$ cat src/rtl/th2c_ram.sv
// generic single write port ram with registered read and read enable
`timescale 1ns / 1ps

module th2c_ram #(
    parameter int WIDTH = 8,
    parameter int DEPTH = 64
) (
    input  logic                                  aclk,
    input  logic                                  we,
    input  logic [((DEPTH > 1) ? $clog2(DEPTH) : 1)-1:0] waddr,
    input  logic [WIDTH-1:0]                      wdata,
    input  logic                                  re,
    input  logic [((DEPTH > 1) ? $clog2(DEPTH) : 1)-1:0] raddr,
    output logic [WIDTH-1:0]                      rdata
);

    logic [WIDTH-1:0] mem [0:DEPTH-1];
    logic [WIDTH-1:0] rdata_reg;

    // write port
    always_ff @(posedge aclk) begin
        if (we) begin
            mem[waddr] <= wdata;
        end
    end

    // registered read, held while re is low
    always_ff @(posedge aclk) begin
        if (re) begin
            rdata_reg <= mem[raddr];
        end
    end

    assign rdata = rdata_reg;

endmodule
$ cat config.mk
export PLATFORM = sky130hd
export DESIGN_NAME = th2c_ram
export DESIGN_NICKNAME = d
export VERILOG_FILES = /design/src/rtl/th2c_ram.sv
export SDC_FILE = /design/constraint.sdc
export NUM_CORES = 1
export LEC_CHECK = 0
export BUFFER_PORTS_ARGS = -buffer_cell sky130_fd_sc_hd__buf_2
export CAP_MARGIN = 20
export CORE_ASPECT_RATIO = 2
export CORE_MARGIN = 2
export CORE_UTILIZATION = 40
export CTS_CLUSTER_SIZE = 12
export DETAILED_ROUTE_END_ITERATION = 10
export GPL_ROUTABILITY_DRIVEN = 0
export GPL_TIMING_DRIVEN = 0
export PLACE_DENSITY = 0.62
export SLEW_MARGIN = 20
export SYNTH_ARGS = -nofsm -noshare
export SYNTH_HDL_FRONTEND = slang
export SYNTH_SLANG_ARGS = --single-unit
$ cat constraint.sdc
create_clock -name aclk -period 7.22 [get_ports aclk]
set_clock_uncertainty 0.15 [all_clocks]
set_input_delay 1.444 -clock aclk [delete_from_list [all_inputs] [get_ports aclk]]
set_output_delay 1.444 -clock aclk [all_outputs]
set_load 0.01 [all_outputs]
==> results of run 1 <==
## how the worst max path moves through the flow
stage                   from  slack, ns  cells past startpoint                  to
finish              raddr[1]       3.23                      7  rdata[5]$_DFFE_PP_
global route        raddr[1]       3.26                      7  rdata[3]$_DFFE_PP_
CTS                 raddr[1]       3.35                      7  rdata[3]$_DFFE_PP_
detailed placement  raddr[1]       2.75                      7  rdata[3]$_DFFE_PP_
global placement    raddr[1]       2.75                      7  rdata[5]$_DFFE_PP_
floorplan           raddr[1]       3.82                      7  rdata[3]$_DFFE_PP_
## power by group through the flow
stage | Clock [W] | Combinational (W) | Sequential (W)
6_report | 0.00231 | 0.000339 | 0.00336
5_1_grt | 0.00243 | 0.000354 | 0.00336
4_1_cts | 0.00234 | 0.000342 | 0.00336
3_5_place_dp | 0 | 0.000341 | 0.00342
3_3_place_gp | 0 | 0.000333 | 0.00342
2_1_floorplan | 0 | 0.000178 | 0.00342
## Yosys cell counts (4+ instances only)
cell	count	area share (%)
mux2i_1	23	1.1
nor3_1	7	0.17
nand3_1	13	0.32
nand2b_1	7	0.22
o221ai_1	8	0.35
o22ai_1	8	0.25
nor2_1	83	1.5
buf_2	11	0.27
buf_6	4	0.22
buf_4	13	0.48
a211oi_1	4	0.15
clkbuf_1	17	0.32
nand2_1	19	0.35
mux2_2	13	0.72
edfxtp_1	520	77
buf_1	4	0.074
mux4_2	126	14
a221oi_1	6	0.26
nor2b_1	14	0.43
## cell families after synthesis
group	share of synthesized area, %
buffers and inverters	1.56
and+or+nand+nor	3.37
muxes	15.9
AOI/OAI and AO/OA	2.06
DFF	77.1
## metal layers
layer	vias to the layer above	part of all wire, %	track usage [%]
li1	4043	-	-
met1	5083	32	21.0
met2	361	55	37.1
met3	139	5.3	2.96
met4	4	7.1	12.8
met5	-	0.037	0
## worst max-delay path, stage by stage
cell      delay, ns
buf_4          0.16
buf_2          0.41
buf_4          0.34
buf_2          0.41
nand3b_1       0.38
o22ai_1        0.28
o41ai_1        0.68
## cell type report
cell class / count / share of cell area [%]
plain buffers: 51 / 1.41
diodes: 2 / 0.0222
clock buffers: 52 / 5.68
flip-flops and latches: 520 / 69.3
multi-input cells: 369 / 19.2
clock inverters: 3 / 0.194
repair buffers: 22 / 0.578
well taps: 649 / 3.60
## stage by stage
step	util [%]	cells	total power [W]	setup slack [ns]	hold WS (ns)
5_1_grt	45.0	1668	0.00614	3.26	0.835
3_3_place_gp	42.3	1611	0.00375	2.75	0.750
2_1_floorplan	-	940	0.00360	3.82	0.647
4_1_cts	45.0	1666	0.00604	3.35	0.787
3_5_place_dp	42.3	1611	0.00376	2.75	0.802
6_report	45.0	1668	0.00600	3.23	0.795
==> flow_summary.json, run 1 <==
{
  "reg2reg_slack_ns": 4.56,
  "grt_max_degree": 65,
  "power.leakage_nw": 6.88,
  "synth_cell_type_count": 39,
  "max_slew_margin_pct": 26.7,
  "multiInputGateArea_um2": 4330,
  "root_buffer": "clkbuf_16",
  "design_area_um2": 22500,
  "fillers": 4155,
  "clk_latency_ns": 0.59,
  "slew_viol_final": 0,
  "ctsLongestPathBuffers": 3,
  "ctsHoldBuffers": 0,
  "post_cts_buffers": 0,
  "hold_end": "rdata[4]$_DFFE_PP_",
  "drtIter0Drc": 920,
  "overflow": 0,
  "track_usage_pct": 20.1,
  "synth_nets": 963,
  "combPwrFrac_pct": 5.7,
  "yosysWarnings": 0,
  "swShare_pct": 21.0,
  "peakVddDrop_v": 0.000172,
  "portBuffers": 22,
  "p_sw_w": 0.00126,
  "path_max_fanout": 10,
  "die_w_um": 163,
  "die_area_um2": 52500,
  "cts-resized-gates": 0,
  "clk_pin_slew_worst_paths_ns": 0.06,
  "dpl_cell_area_um2": 21200,
  "drv_cap": 0,
  "r2r-end": "rdata[3]$_DFFE_PP_",
  "rsz0062_at_grt": "false",
  "async_flop_share_pct": 0,
  "htreeDepth": 2,
  "viasPerCell": 5.77,
  "netlist_area_um2": 20200,
  "synthFlopType": "edfxtp_1",
  "seq_area_frac_synth_pct": 77.1,
  "syn_inst": 940,
  "status": "complete, no violations",
  "initial_utilization_pct": 40.4,
  "drtPass1Iterations": 5,
  "yosys_register_bits": 520,
  "drc": 0,
  "hold_path_depth": 3,
  "layout_worst_path_cycle_share_pct": 55.2,
  "final_common_cell": "edfxtp_1",
  "p_seq_share_pct": 55.9,
  "hp-start": "mem[30][4]$_DFFE_PP_",
  "fp-row-count": 116,
  "crit_required_ns": 7.37,
  "seq_area_um2": 15600,
  "hold_path.class": "flip-flop to flip-flop",
  "fin_setup_tns_ns": 0,
  "hold_viol": 0,
  "ant_nets": 0,
  "fin_crit_ns": 3.99,
  "synth_edf_count": 520,
  "layout-drive-gt1-share_pct": 24.5,
  "power.density_nw_per_um2": 267,
  "grt_antenna_before_repair": 4,
  "core_area_um2": 50100,
  "final_cell_mix": "edfxtp_1 (520), mux4_2 (126), nor2_1 (83), clkbuf_16 (51), buf_2 (25)",
  "setup_viol": 0,
  "cts_sinks": 520,
  "die_h_um": 322,
  "cts_buffers": 49,
  "timing.rr.start": "mem[3][3]$_DFFE_PP_",
  "grt_pass1_vias": 10300,
  "nets": 1036,
  "syn2layout_area_growth_pct": 11.3,
  "max_freq_mhz": 251,
  "wl_per_cell_um": 30.7,
  "dp_hpwl_mm": 34.7,
  "vias": 9630,
  "criticalPathCategory": "input pin to flip-flop",
  "drt-total-wl_mm": 51.2,
  "critPathLaunchType": "input pin",
  "internal-power_w": 0.00474,
  "synth_area_per_cell_um2": 21.5,
  "ioPinCount": 31,
  "cp.arrival_ns": 4.14,
  "grt_pass1_wl_mm": 72.9,
  "r2r_cells": 4,
  "largest_reg_flops": 512,
  "cp-end-kind": "flip-flop",
  "tightest_slew_ns": 1.10,
  "tritoncts": "yes",
  "p_clk_share_pct": 38.5
}
Power figures use the tool's default switching activity.
==> run 2: changes to the inputs <==
--- a/config.mk
+++ b/config.mk
@@ -14,7 +14,7 @@
 export DETAILED_ROUTE_END_ITERATION = 10
 export GPL_ROUTABILITY_DRIVEN = 0
 export GPL_TIMING_DRIVEN = 0
-export PLACE_DENSITY = 0.62
+export PLACE_DENSITY = 0.64
 export SLEW_MARGIN = 20
 export SYNTH_ARGS = -nofsm -noshare
 export SYNTH_HDL_FRONTEND = slang
==> constraint.sdc (replaced) <==
create_clock -name aclk -period 3.5 [get_ports aclk]
set_clock_uncertainty 0.15 [all_clocks]
set_input_delay 0.7 -clock aclk [delete_from_list [all_inputs] [get_ports aclk]]
set_output_delay 0.7 -clock aclk [all_outputs]
set_load 0.01 [all_outputs]
==> run 2 against run 1 <==
Against the previous run: non-clock buffer count did not move; cell area barely moved; die area did not move; first-iteration DRC count rose by 3.7%; global-route usage fell by 0.23 points; critical path type unchanged; critical endpoint unchanged.
==> flow_summary.json, run 2 (synthesized netlist as in run 1, its figures left out) <==
{
  "fillers": 4109,
  "drc": 0,
  "peakVddDrop_v": 0.000312,
  "cp.arrival_ns": 3.36,
  "ioPinCount": 31,
  "max_slew_margin_pct": 28.7,
  "rsz0062_at_grt": "false",
  "wl_per_cell_um": 30.5,
  "fin_setup_tns_ns": 0,
  "root_buffer": "clkbuf_16",
  "fin_crit_ns": 3.19,
  "ctsLongestPathBuffers": 3,
  "met3_usage_pct": 2.82,
  "dp_hpwl_mm": 34.8,
  "nets": 1036,
  "hold_viol": 0,
  "busiest_layer": "met2",
  "grt_pass1_wl_mm": 71.9,
  "status": "complete, no violations",
  "tightest_slew_ns": 1.07,
  "grt_antenna_before_repair": 3,
  "drtPass1Iterations": 5,
  "grt_max_degree": 65,
  "fin_cells": 1669,
  "max_freq_mhz": 314,
  "layout_worst_path_cycle_share_pct": 91.1,
  "ant_nets": 0,
  "clk_latency_ns": 0.58,
  "grt_use_met2_pct": 37.9,
  "criticalPathCategory": "input pin to flip-flop",
  "cts-resized-gates": 0,
  "cp-end-kind": "flip-flop",
  "viasPerCell": 5.76,
  "power.leakage_nw": 6.87,
  "slew_viol_final": 0,
  "overflow": 0,
  "n_antenna_cell": 0,
  "power.density_nw_per_um2": 547,
  "critPathLaunchType": "input pin",
  "vias": 9621,
  "cts_buffers": 49,
  "grt_pass1_vias": 10200,
  "die_h_um": 322,
  "track_usage_pct": 19.8,
  "dp_cells": 1611,
  "final_common_cell": "edfxtp_1",
  "drt-total-wl_mm": 50.9,
  "cts_sinks": 520,
  "layout-drive-gt1-share_pct": 24.2,
  "largest_reg_flops": 512,
  "met1_usage_pct": 19.3,
  "tritoncts": "yes",
  "syn2layout_area_growth_pct": 11.2,
  "final_cell_mix": "edfxtp_1 (520), mux4_2 (126), nor2_1 (83), clkbuf_16 (51), buf_2 (25)",
  "die_area_um2": 52500,
  "path_max_fanout": 10,
  "die_w_um": 163,
  "post_cts_buffers": 0,
  "core_area_um2": 50100,
  "drtIter0Drc": 954,
  "htreeDepth": 2,
  "crit_required_ns": 3.67,
  "initial_utilization_pct": 40.4,
  "fp-row-count": 116,
  "portBuffers": 22,
  "hold_path.class": "input pin to flip-flop",
  "clk_pin_slew_worst_paths_ns": 0.06,
  "drv_cap": 0,
  "setup_viol": 0,
  "ctsHoldBuffers": 0
}
==> run 2: area by class of cell <==
type / instances / area, um^2 / share of cell area (%)
Sequential cell: 520 / 15600 / 69.4
Multi-Input combinational cell: 369 / 4330 / 19.2
Clock buffer: 55 / 1290 / 5.74
Tap cell: 649 / 812 / 3.61
Buffer: 51 / 317 / 1.41
Timing Repair Buffer: 22 / 130 / 0.578
Clock inverter: 3 / 16.3 / 0.0723
==> run 2: final timing paths <==
path	from	end	slack (ns)	cells past startpoint
worst min-delay path	re	rdata[5]$_DFFE_PP_	0.30	1
worst max-delay path	raddr[1]	rdata[5]$_DFFE_PP_	0.31	7
worst max register to register	mem[50][7]$_DFFE_PP_	rdata[7]$_DFFE_PP_	1.22	4
worst min register to register	mem[5][7]$_DFFE_PP_	rdata[7]$_DFFE_PP_	0.81	4
==> run 2: critical path, stage by stage <==
cell and delay (ns):
buf_4 0.18, buf_2 0.46, buf_4 0.34, buf_2 0.39
nand3b_1 0.41, o22ai_1 0.29, o41ai_1 0.57
==> run 2: layer usage <==
metal,up-vias,wire length [um],part of all wire [%]
met5,-,28,0.055
met4,6,3940,7.8
met3,142,2460,4.8
met2,381,28700,56
met1,5041,15800,31
li1,4051,-,-
==> run 2: report_power, final <==
group	switching (W)	total, W	internal [W]
registers	0.0000108	0.00692	0.00691
logic	0.000455	0.000698	0.000243
clock network	0.00213	0.00470	0.00257
==> run 2: per-stage QoR <==
stage	setup WS (ns)	total power [W]	hold slack (ns)	cell area (um^2)	util, %
floorplan	0.844	0.00742	0.647	20200	-
global placement	-0.249	0.00774	0.816	21200	42.3
detailed placement	-0.253	0.00775	0.818	21200	42.3
CTS	0.341	0.0124	0.286	22500	44.9
global route	0.341	0.0126	0.313	22500	44.9
finish	0.311	0.0123	0.298	22500	44.9
